File: config.mk
export PLATFORM = sky130hd
export DESIGN_NAME = fifo_queue_with_keyed_removal
export DESIGN_NICKNAME = d
export VERILOG_FILES = /design/src/rtl/fqkr_pkg.sv /design/src/rtl/fqkr_ctrl.sv /design/src/rtl/fqkr_dp.sv /design/src/rtl/fifo_queue_with_keyed_removal.sv
export SDC_FILE = /design/constraint.sdc
export NUM_CORES = 1
export LEC_CHECK = 0
export BUFFER_PORTS_ARGS = -buffer_cell sky130_fd_sc_hd__buf_2
export CORE_UTILIZATION = 40
export DETAILED_ROUTE_END_ITERATION = 12
export GPL_ROUTABILITY_DRIVEN = 0
export SLEW_MARGIN = 20
export SYNTH_ARGS = -nofsm -noshare
export SYNTH_HDL_FRONTEND = slang
export SYNTH_SLANG_ARGS = --single-unit
File: constraint.sdc
create_clock -name clk_i -period 3.3 [get_ports clk_i]
set_input_delay 0.495 -clock clk_i [delete_from_list [all_inputs] [get_ports clk_i]]
set_output_delay 0.495 -clock clk_i [all_outputs]
set_load 0.1 [all_outputs]
File: src/rtl/fqkr_pkg.sv
// ----------------------------------------------------------------------------
// fqkr_pkg
// Shared types and codes of the keyed-removal queue: request opcodes, result
// status codes, controller states and the controller/datapath interface.
// ----------------------------------------------------------------------------
package fqkr_pkg;

  // identifier width
  localparam int unsigned IdW = 16;

  // request opcodes
  localparam logic [1:0] OP_APPEND = 2'd0;
  localparam logic [1:0] OP_TAKE   = 2'd1;
  localparam logic [1:0] OP_REMOVE = 2'd2;

  // result status codes
  localparam logic [1:0] ST_OK        = 2'd0;
  localparam logic [1:0] ST_EMPTY     = 2'd1;
  localparam logic [1:0] ST_NOT_FOUND = 2'd2;
  localparam logic [1:0] ST_FULL      = 2'd3;

  // controller states
  typedef enum logic [1:0] {
    S_IDLE,
    S_MATCH,
    S_APPLY
  } state_e;

  // controller to datapath commands
  typedef struct packed {
    logic load;   // capture request fields
    logic match;  // compare all cells, register match vector
    logic apply;  // update queue and load the result register
  } cmd_t;

  // datapath to controller status
  typedef struct packed {
    logic out_stall;  // result register full and not taken this cycle
  } sts_t;

endpackage

File: src/rtl/fqkr_ctrl.sv
// ----------------------------------------------------------------------------
// fqkr_ctrl
// Request sequencer: load, match and apply steps, with overlap of the next
// load and the current apply.
// ----------------------------------------------------------------------------
module fqkr_ctrl (
  input  logic          clk_i,
  input  logic          rst_ni,
  input  logic          in_valid_i,
  output logic          in_ready_o,
  input  fqkr_pkg::sts_t sts_i,
  output fqkr_pkg::cmd_t cmd_o
);

  fqkr_pkg::state_e state_q, state_d;
  logic apply_go;
  logic load;

  // handshake and command decode
  always_comb begin
    apply_go   = (state_q == fqkr_pkg::S_APPLY) && !sts_i.out_stall;
    in_ready_o = (state_q == fqkr_pkg::S_IDLE) || apply_go;
    load       = in_valid_i && in_ready_o;
    cmd_o.load  = load;
    cmd_o.match = (state_q == fqkr_pkg::S_MATCH);
    cmd_o.apply = apply_go;
  end

  // next state
  always_comb begin
    state_d = state_q;
    unique case (state_q)
      fqkr_pkg::S_IDLE: begin
        if (load) state_d = fqkr_pkg::S_MATCH;
      end
      fqkr_pkg::S_MATCH: begin
        state_d = fqkr_pkg::S_APPLY;
      end
      fqkr_pkg::S_APPLY: begin
        if (apply_go) state_d = load ? fqkr_pkg::S_MATCH : fqkr_pkg::S_IDLE;
      end
      default: state_d = fqkr_pkg::S_IDLE;
    endcase
  end

  // state register
  always_ff @(posedge clk_i or negedge rst_ni) begin
    if (!rst_ni) begin
      state_q <= fqkr_pkg::S_IDLE;
    end else begin
      state_q <= state_d;
    end
  end

endmodule

File: src/rtl/fqkr_dp.sv
// ----------------------------------------------------------------------------
// fqkr_dp
// Queue datapath: a chain of entry cells with per-cell key compare, a
// first-match prefix network, gap-closing shift and the result register.
// ----------------------------------------------------------------------------
module fqkr_dp #(
  parameter int unsigned QUEUE_DEPTH = 16
) (
  input  logic                      clk_i,
  input  logic                      rst_ni,
  input  fqkr_pkg::cmd_t            cmd_i,
  output fqkr_pkg::sts_t            sts_o,
  input  logic [1:0]                op_i,
  input  logic [fqkr_pkg::IdW-1:0]  proc_id_i,
  output logic                      out_valid_o,
  input  logic                      out_ready_i,
  output logic [fqkr_pkg::IdW-1:0]  out_id_o,
  output logic [1:0]                status_o,
  output logic                      now_empty_o
);

  localparam int unsigned N   = QUEUE_DEPTH;
  localparam int unsigned CW  = $clog2(QUEUE_DEPTH + 1);
  localparam int unsigned LVL = $clog2(QUEUE_DEPTH);
  localparam logic [CW-1:0] FullCount = CW'(QUEUE_DEPTH);

  // request registers
  logic [1:0]               op_q;
  logic [fqkr_pkg::IdW-1:0] id_q;

  // queue state
  logic [fqkr_pkg::IdW-1:0] entry_q [N];
  logic [CW-1:0]            count_q, count_d;

  // match path
  logic [N-1:0] match_d, match_q;
  logic [N-1:0] pre [LVL+1];
  logic [N-1:0] first;
  logic [N-1:0] shift;
  logic [N-1:0] wr_sel;
  logic         hit;
  logic [fqkr_pkg::IdW-1:0] hit_val;

  // update decode
  logic do_append, do_shift;
  logic [1:0] status_d;
  logic [fqkr_pkg::IdW-1:0] out_id_d;

  // result register
  logic                     out_valid_q;
  logic [fqkr_pkg::IdW-1:0] out_id_q;
  logic [1:0]               status_q;
  logic                     now_empty_q;

  // capture request fields
  always_ff @(posedge clk_i) begin
    if (cmd_i.load) begin
      op_q <= op_i;
      id_q <= proc_id_i;
    end
  end

  // per-cell compare against the key, limited to occupied cells; a take selects the head cell
  always_comb begin
    for (int i = 0; i < N; i++) begin
      if (op_q == fqkr_pkg::OP_TAKE) begin
        match_d[i] = (i == 0) && (count_q != '0);
      end else begin
        match_d[i] = (entry_q[i] == id_q) && (CW'(i) < count_q);
      end
    end
  end

  for (genvar i = 0; i < N; i++) begin : g_cmp
    assign wr_sel[i] = (count_q == CW'(i));
  end

  always_ff @(posedge clk_i) begin
    if (cmd_i.match) match_q <= match_d;
  end

  // prefix or over the match vector, log-depth
  always_comb begin
    pre[0] = match_q;
    for (int l = 0; l < LVL; l++) begin
      for (int i = 0; i < N; i++) begin
        if (i >= (1 << l)) begin
          pre[l+1][i] = pre[l][i] | pre[l][i-(1<<l)];
        end else begin
          pre[l+1][i] = pre[l][i];
        end
      end
    end
  end

  assign shift = pre[LVL];
  assign first = match_q & ~{shift[N-2:0], 1'b0};
  assign hit   = shift[N-1];

  // select the matched identifier, one-hot or per bit
  for (genvar b = 0; b < fqkr_pkg::IdW; b++) begin : g_sel
    logic [N-1:0] col;
    for (genvar i = 0; i < N; i++) begin : g_col
      assign col[i] = entry_q[i][b];
    end
    assign hit_val[b] = |(col & first);
  end

  // update decode
  always_comb begin
    do_append = 1'b0;
    do_shift  = 1'b0;
    status_d  = fqkr_pkg::ST_OK;
    out_id_d  = '0;
    count_d   = count_q;
    unique case (op_q)
      fqkr_pkg::OP_APPEND: begin
        if (count_q == FullCount) begin
          status_d = fqkr_pkg::ST_FULL;
        end else begin
          do_append = 1'b1;
          count_d   = count_q + CW'(1);
        end
      end
      fqkr_pkg::OP_TAKE, fqkr_pkg::OP_REMOVE: begin
        if (count_q == '0) begin
          status_d = fqkr_pkg::ST_EMPTY;
        end else if (hit) begin
          do_shift = 1'b1;
          out_id_d = hit_val;
          count_d  = count_q - CW'(1);
        end else begin
          status_d = fqkr_pkg::ST_NOT_FOUND;
        end
      end
      default: begin
        status_d = fqkr_pkg::ST_OK;
      end
    endcase
  end

  // entry cells: append at tail, close the gap behind the removed entry
  for (genvar i = 0; i < N; i++) begin : g_cell
    always_ff @(posedge clk_i) begin
      if (cmd_i.apply) begin
        if (do_append && wr_sel[i]) begin
          entry_q[i] <= id_q;
        end else if (do_shift && shift[i] && (i < N - 1)) begin
          entry_q[i] <= entry_q[(i < N - 1) ? i + 1 : i];
        end
      end
    end
  end

  // occupancy
  always_ff @(posedge clk_i or negedge rst_ni) begin
    if (!rst_ni) begin
      count_q <= '0;
    end else if (cmd_i.apply) begin
      count_q <= count_d;
    end
  end

  // result register
  always_ff @(posedge clk_i or negedge rst_ni) begin
    if (!rst_ni) begin
      out_valid_q <= 1'b0;
    end else if (cmd_i.apply) begin
      out_valid_q <= 1'b1;
    end else if (out_ready_i) begin
      out_valid_q <= 1'b0;
    end
  end

  always_ff @(posedge clk_i) begin
    if (cmd_i.apply) begin
      out_id_q    <= out_id_d;
      status_q    <= status_d;
      now_empty_q <= (count_d == '0);
    end
  end

  assign sts_o.out_stall = out_valid_q && !out_ready_i;
  assign out_valid_o = out_valid_q;
  assign out_id_o    = out_id_q;
  assign status_o    = status_q;
  assign now_empty_o = now_empty_q;

  // occupancy never exceeds the queue depth
  assert property (@(posedge clk_i) disable iff (!rst_ni) count_q <= FullCount)
    else $error("occupancy above depth");

  // append on a full queue reports full and leaves occupancy alone
  assert property (@(posedge clk_i) disable iff (!rst_ni)
    cmd_i.apply && (op_q == fqkr_pkg::OP_APPEND) && (count_q == FullCount)
    |=> (status_q == fqkr_pkg::ST_FULL) && (count_q == FullCount))
    else $error("append on full queue mishandled");

  // take on a non-empty queue removes exactly one entry
  assert property (@(posedge clk_i) disable iff (!rst_ni)
    cmd_i.apply && (op_q == fqkr_pkg::OP_TAKE) && (count_q != '0)
    |=> (count_q == $past(count_q) - CW'(1)) && (status_q == fqkr_pkg::ST_OK))
    else $error("take did not remove the head");

  // at most one cell is selected for removal
  assert property (@(posedge clk_i) disable iff (!rst_ni)
    cmd_i.apply |-> $onehot0(first))
    else $error("more than one cell selected");

endmodule

File: src/rtl/fifo_queue_with_keyed_removal.sv
// ----------------------------------------------------------------------------
// fifo_queue_with_keyed_removal
// Ordered queue of 16-bit identifiers with append, take-head and
// remove-by-key requests; one result per request.
// ----------------------------------------------------------------------------
// Each request passes through a load, a match and an apply step, and the
// next request is accepted in the current apply step: the match step
// compares the key against every cell of the entry chain at once, the apply
// step picks the oldest match, closes the gap by shifting the younger cells
// forward and loads the result register. A result that is not taken holds
// the block in its apply step, and no new request is accepted meanwhile.
// Entries are not cleared at reset; only occupied cells are compared or returned.
module fifo_queue_with_keyed_removal #(
  parameter int unsigned QUEUE_DEPTH = 16
) (
  input  logic                      clk_i,
  input  logic                      rst_ni,
  input  logic                      in_valid_i,
  output logic                      in_ready_o,
  input  logic [1:0]                op_i,
  input  logic [fqkr_pkg::IdW-1:0]  proc_id_i,
  output logic                      out_valid_o,
  input  logic                      out_ready_i,
  output logic [fqkr_pkg::IdW-1:0]  out_id_o,
  output logic [1:0]                status_o,
  output logic                      now_empty_o
);

  fqkr_pkg::cmd_t cmd;
  fqkr_pkg::sts_t sts;

  // request sequencer
  fqkr_ctrl u_ctrl (
    .clk_i      (clk_i),
    .rst_ni     (rst_ni),
    .in_valid_i (in_valid_i),
    .in_ready_o (in_ready_o),
    .sts_i      (sts),
    .cmd_o      (cmd)
  );

  // entry chain and result register
  fqkr_dp #(
    .QUEUE_DEPTH (QUEUE_DEPTH)
  ) u_dp (
    .clk_i       (clk_i),
    .rst_ni      (rst_ni),
    .cmd_i       (cmd),
    .sts_o       (sts),
    .op_i        (op_i),
    .proc_id_i   (proc_id_i),
    .out_valid_o (out_valid_o),
    .out_ready_i (out_ready_i),
    .out_id_o    (out_id_o),
    .status_o    (status_o),
    .now_empty_o (now_empty_o)
  );

endmodule
# After elaboration in Yosys (flattened, before gate mapping)
# Memory sizes are Yosys's and may differ from the RTL's.
# Index checks and enable logic that the tools add are counted.
[word_totals]
ff_bits = 61
ramBits = 256
elab_cells = 376
latchBits = 0
input_bits = 22
memories = 1
mem_bits_ro = 0
[mem_list]
columns = ["memory", "words", "word_bits", "rd", "rd_ports_with_merged_regs", "wr", "line_no", "source"]
rows = [
  ["u_dp.entry_q", 16, 16, 16, 0, 15, "fqkr_dp.sv:32", "logic [fqkr_pkg::IdW-1:0] entry_q [N];"],
]
[classes]
shift = 0
mul = 0
n_div = 0
n_mux = 146
addsub = 2
n_eq_ne = 38
n_reduce_logical = 79
bitwise = 84
n_lt_le_gt_ge = 16
[op_table]
columns = ["operator", "n"]
rows = [
  ["bitwise AND 16 bit", 17],
  ["OR reduction 16 bit", 17],
  ["== test 16 bit", 16],
  ["two-way mux 16 bit", 16],
  ["two-way mux 1 bit", 118],
  ["bitwise OR 1 bit", 64],
  ["logical AND 1 bit", 50],
  ["== test 5 x 4 -> 1 bit, second input constant", 8],
  ["less-than comparator 4 x 5 -> 1 bit, first input constant", 8],
  ["== test 5 x 3 -> 1 bit, second input constant", 4],
  ["less-than comparator 3 x 5 -> 1 bit, first input constant", 4],
  ["inverter 16 bit", 1],
  ["two-way mux 5 bit", 3],
  ["== test 5 x 2 -> 1 bit, second input constant", 2],
  ["zero test 5 bit", 2],
  ["less-than comparator 1 x 5 -> 1 bit, first input constant", 2],
  ["less-than comparator 2 x 5 -> 1 bit, first input constant", 2],
  ["two-way mux 2 bit", 5],
  ["one-hot mux 5 bit (2 select lines)", 1],
  ["one-hot mux 2 bit (3 select lines)", 1],
  ["adder 5 x 1 -> 5 bit, second input constant", 1],
  ["== test 5 x 1 -> 1 bit, second input constant", 1],
  ["== test 5 bit, second input constant", 1],
  ["nonzero test 5 bit", 1],
  ["other kinds (14)", 20],
]

# Longest topological paths before layout
[logic_depth]
depth_word = 14
mapped_depth = 11
mapped_depth_nobuf = 8

# Hierarchy
# From an unflattened synthesis, not the netlist that was laid out.
[hier_totals]
cells_unflattened = 1512
area_unflattened_um2 = 18687.9
[modules_own_cells]
columns = ["mod", "cells_each", "seq_area_each_um2", "n_inst", "area_each_um2"]
rows = [
  ["fqkr_dp", 1500, 9429.0, 1, 18561.6],
  ["fqkr_ctrl", 12, 50.0, 1, 126.4],
]

# Least setup slack after synthesis
# OpenSTA, ideal clock, no wires.
[synth_timing]
path_type = "register to register"
startpoint = "register u_dp.out_valid_q, in the netlist u_dp.out_valid_o"
endpoint = "register u_dp.id_q[0] in the netlist's numbering, enable pin"
t_arrival_ns = 3.218
synth_period_minus_slack_ns = 3.595
stages_incl_launch_ff = 4
path_slack_ns = -0.295
path_cell_list = "dfrtp_1 > nor2b_1 > a21oi_1 > and2_1"
[synth_between]
elab_chain_cells = 5
[synth_rtl]
columns = ["item", "line_no", "source"]
rows = [
  ["start: declaration", "fqkr_dp.sv:50", "logic out_valid_q;"],
  ["start signal: assignment", "fqkr_dp.sv:167", "out_valid_q <= 1'b0;"],
  ["start signal: assignment", "fqkr_dp.sv:169", "out_valid_q <= 1'b1;"],
  ["start signal: assignment", "fqkr_dp.sv:171", "out_valid_q <= 1'b0;"],
  ["logical AND 1 bit", "fqkr_dp.sv:183", "assign sts_o.out_stall = out_valid_q && !out_ready_i;"],
  ["zero test 1 bit", "fqkr_ctrl.sv:21", "apply_go = (state_q == fqkr_pkg::S_APPLY) && !sts_i.out_stall;"],
  ["logical AND 1 bit", "fqkr_ctrl.sv:21", ""],
  ["logical OR 1 bit", "fqkr_ctrl.sv:22", "in_ready_o = (state_q == fqkr_pkg::S_IDLE) || apply_go;"],
  ["via in_ready_o", "fifo_queue_with_keyed_removal.sv:19", "output logic in_ready_o,"],
  ["logical AND 1 bit", "fqkr_ctrl.sv:23", "load = in_valid_i && in_ready_o;"],
  ["via u_ctrl.load", "fqkr_ctrl.sv:17", "logic load;"],
  ["end signal: assignment", "fqkr_dp.sv:59", "id_q <= proc_id_i;"],
  ["end: declaration", "fqkr_dp.sv:29", "logic [fqkr_pkg::IdW-1:0] id_q;"],
]
# The timed path passes the listed nets, and every way through them passes these cells.
# A chain may end at the register's enable or synchronous reset.

==> results.sh <==
export IMPL_clkPwrFrac_pct=32.8
export IMPL_row_count=78
export IMPL_synth_cells=1452
export IMPL_synth_edf_count=309
export IMPL_synth_xor_xnor_area_share_pct=12.1
export IMPL_hp_class="input pin to flip-flop"
export IMPL_final_common_cell="edfxtp_1"
export IMPL_reg2reg_slack_ps=160
export IMPL_hold_path_end="u_dp.id_q[2]$_DFFE_PP_"
export IMPL_wire_per_inst_um=28.3
export IMPL_hold_depth=1
export IMPL_vias=13172
export IMPL_r2r_start="u_dp.op_q[0]$_DFFE_PP_"
export IMPL_critPathMaxFanout=16
export IMPL_finalSetupViolCount=0
export IMPL_fin_crit_ps=3140
export IMPL_intPower_uw=8230
export IMPL_fin_setup_tns_ps=0
export IMPL_grt_antenna_before_repair=0
export IMPL_grt_pass1_vias=12750
export IMPL_cts_buffer_depth=3
export IMPL_wl_mm=60.3
export IMPL_hp_start="proc_id_i[2]"
export IMPL_post_cts_buffers=0
export IMPL_hold_ws_ps=121
export IMPL_drt_vias_per_instance=6.18
export IMPL_irDropWorstVdd_mv=0.394
export IMPL_slew_viol_final=0
export IMPL_ios=43
export IMPL_synth_area_per_cell_sq_um=12.7
export IMPL_leakagePower_uw=0.00678
export IMPL_final_util_pct=45.8
export IMPL_reg2regPathDepth=8
export IMPL_p_total_uw=12100
export IMPL_finalCritPeriodShare_pct=95.3
export IMPL_clock_sinks=317
export IMPL_p_seq_share_pct=43.3
export IMPL_ys_ff_latch=317
export IMPL_worstReg2RegEnd="u_dp.entry_q[3][8]$_DFFE_PP_"
export IMPL_final_cell_mix="edfxtp_1, mux2_2, xnor2_1"
export IMPL_synth_area_sq_um=18500
export IMPL_synth_compound_area_share_pct=9.72
export IMPL_drc=0
export IMPL_die_area_sq_um=47100
export IMPL_final_cells=2130
export IMPL_final_antenna_net_count=0
export IMPL_synth_top_family_by_area="multiplexers"
export IMPL_dp_hpwl_mm=44.0
export IMPL_ctsRootBufferMaster="clkbuf_16"
export IMPL_tightest_slew_ps=1160
export IMPL_n_antenna_cell=0
export IMPL_cellPowerDensity_nw_per_um2=581
export IMPL_dp_cells=2062
export IMPL_track_usage_pct=25.6
export IMPL_cp_arrival_ps=3430
export IMPL_hold_viol_final=0
export IMPL_switching_power_uw=3870
export IMPL_die_h_um=217
export IMPL_end_kind="flip-flop"
export IMPL_synthAdderAreaFrac_pct=0.542
export IMPL_grt_max_degree=33
export IMPL_synth_mux_area_share_pct=15.2
export IMPL_nFillCells=4122
export IMPL_synthSimpleGateAreaFrac_pct=7.82
export IMPL_die_w_um=217
export IMPL_clock_skew_ps=20.7
export IMPL_yosys_warnings=0
export IMPL_overflow=0
export IMPL_combPwrFrac_pct=24.0
export IMPL_cts_tree="built"
export IMPL_synthArstFlopShare_pct=2.52
export IMPL_port_buffers=42
export IMPL_ys_types=78
export IMPL_first_iter_violations=1942
export IMPL_syn_to_final_growth_pct=12.8
export IMPL_critical_path_class="flip-flop to flip-flop"
export IMPL_rsz0062_at_grt="no"
export IMPL_drive_gt1_share_pct=28.7
export IMPL_fmax_ghz=0.318
export IMPL_critPathRequiredTime_ps=3590
export IMPL_clk_pin_slew_worst_paths_ps=60
export IMPL_outcome="completed"
export IMPL_nets=1533
export IMPL_power_switching_share_pct=32.0
export IMPL_worst_skew_pair_late_latency_ps=550
export IMPL_grt_pass1_wl_mm=89.1
export IMPL_drt_pass1_iterations=6
export IMPL_drv_cap=0
export IMPL_core_sq_um=45500
export IMPL_startpoint_type="flip-flop"
export IMPL_h_tree_depth=2
export IMPL_syn_num_nets=1482
export IMPL_slew_headroom_pct=22.0
export IMPL_synth_ff_type="edfxtp_1"
export IMPL_cts_made_buffers=38
export IMPL_initial_utilization_pct=40.6
export IMPL_ys_seq_area_share_pct=51.3
[registers in the layout, indices dropped and copies added (netlist names)]
name,count
u_dp.status_o,2
u_dp.op_q,2
u_dp.out_id_o,16
u_dp.entry_q,256
u_ctrl.state_q,2
u_dp.id_q,16
u_dp.count_q,5
u_dp.out_valid_o,1
u_dp.match_q,16
u_dp.now_empty_o,1
[cell usage after synthesis (4+ instances only)]
library cell	number	share of area (%)
a2111oi_0	4	0.19
a211oi_1	12	0.49
a21boi_0	5	0.20
a21oi_1	30	0.81
a221o_1	7	0.38
a221oi_1	16	0.76
a222oi_1	21	1.1
a22oi_1	35	1.4
a31oi_1	18	0.61
a32oi_1	7	0.33
and3_1	5	0.17
buf_1	23	0.47
buf_2	9	0.24
buf_4	5	0.20
buf_6	9	0.55
clkbuf_1	79	1.6
dfrtp_1	8	1.1
edfxtp_1	309	50
ha_1	8	0.54
inv_1	9	0.18
mux2_1	8	0.49
mux2_2	207	13
mux2_4	26	2.1
nand2_1	63	1.3
nand2b_1	8	0.27
nand3_1	18	0.49
nand3_2	4	0.22
nand4_1	36	1.2
nor2_1	27	0.55
nor2b_1	12	0.41
nor3_1	19	0.51
nor4_1	39	1.3
o21ai_0	23	0.62
o221ai_1	9	0.43
o22ai_1	18	0.61
xnor2_1	141	6.7
xor2_1	115	5.5
[logic make-up (layout without fill, tap and decap cells)]
group,Yosys count,in the layout
xor+xnor,256,256
mux,241,241
buf+inv,135,213
simple gates,261,261
flops,317,317
fa+ha+maj,8,8
compound gates,234,234
[worst max-delay path, cell delays in order (launching register included)]
cell and delay (ps):
edfxtp_1 370, inv_1 60, ha_1 350, inv_1 120, a21oi_4 170, o21ai_4 90
or2_1 420, nor2_2 850, mux2_2 420
[metal layers]
layer  wire length (um)  up-vias  part of all wire, %  global-route usage (%)
met5                  0        -                    0                       0
met4               1700        0                  2.8                    7.18
met3               5520      104                  9.2                    4.85
met2              27200      707                   45                    39.2
met1              26000     6682                   43                    36.7
li1                   -     5679                    -                       -
[power groups by stage]
stage,Clock (uW),Combinational [uW],Sequential [uW]
final,3960,2900,5230
after global routing,4160,3070,5260
after CTS,4020,2870,5220
after detailed placement,0,2850,5300
after global placement,0,2830,5300
after floorplan,0,1780,5360
[layout make-up]
type	count	area [sq um]	area share (%)
clock inverter	17	141	0.679
sequential	317	9480	45.5
tap	600	751	3.60
clock buffer	50	996	4.78
timing repair buffer	136	972	4.67
inverter	10	37.5	0.180
multi-input combinational	1000	8460	40.6
[worst max-delay path by stage]
stage	end	slack, ps	depth (start not counted)	start
5_1_grt	u_dp.entry_q[3][13]$_DFFE_PP_	20	8	u_dp.op_q[0]$_DFFE_PP_
2_1_floorplan	u_dp.entry_q[2][48]$_DFFE_PP_	20	10	u_dp.count_q[1]$_DFFE_PN0P_
3_3_place_gp	u_dp.entry_q[3][13]$_DFFE_PP_	240	8	u_dp.op_q[0]$_DFFE_PP_
3_5_place_dp	u_dp.entry_q[3][8]$_DFFE_PP_	200	8	u_dp.op_q[0]$_DFFE_PP_
6_report	u_dp.entry_q[3][8]$_DFFE_PP_	160	8	u_dp.op_q[0]$_DFFE_PP_
4_1_cts	u_dp.entry_q[3][8]$_DFFE_PP_	170	8	u_dp.op_q[0]$_DFFE_PP_
[through the flow]
| step | setup slack (ps) | instance area [sq um] |
|---|---|---|
| finish | 157 | 20800 |
| global route | 22.2 | 20800 |
| CTS | 172 | 20800 |
| detailed placement | 200 | 19700 |
| global placement | 235 | 19700 |
| floorplan | 16.3 | 18500 |
[repair_timing]
item,CTS,global route
resized for setup,0,0
endpoints found under the hold margin,8,0
hold buffers,1,0
No activity file was read; power rests on OpenSTA's default activity.
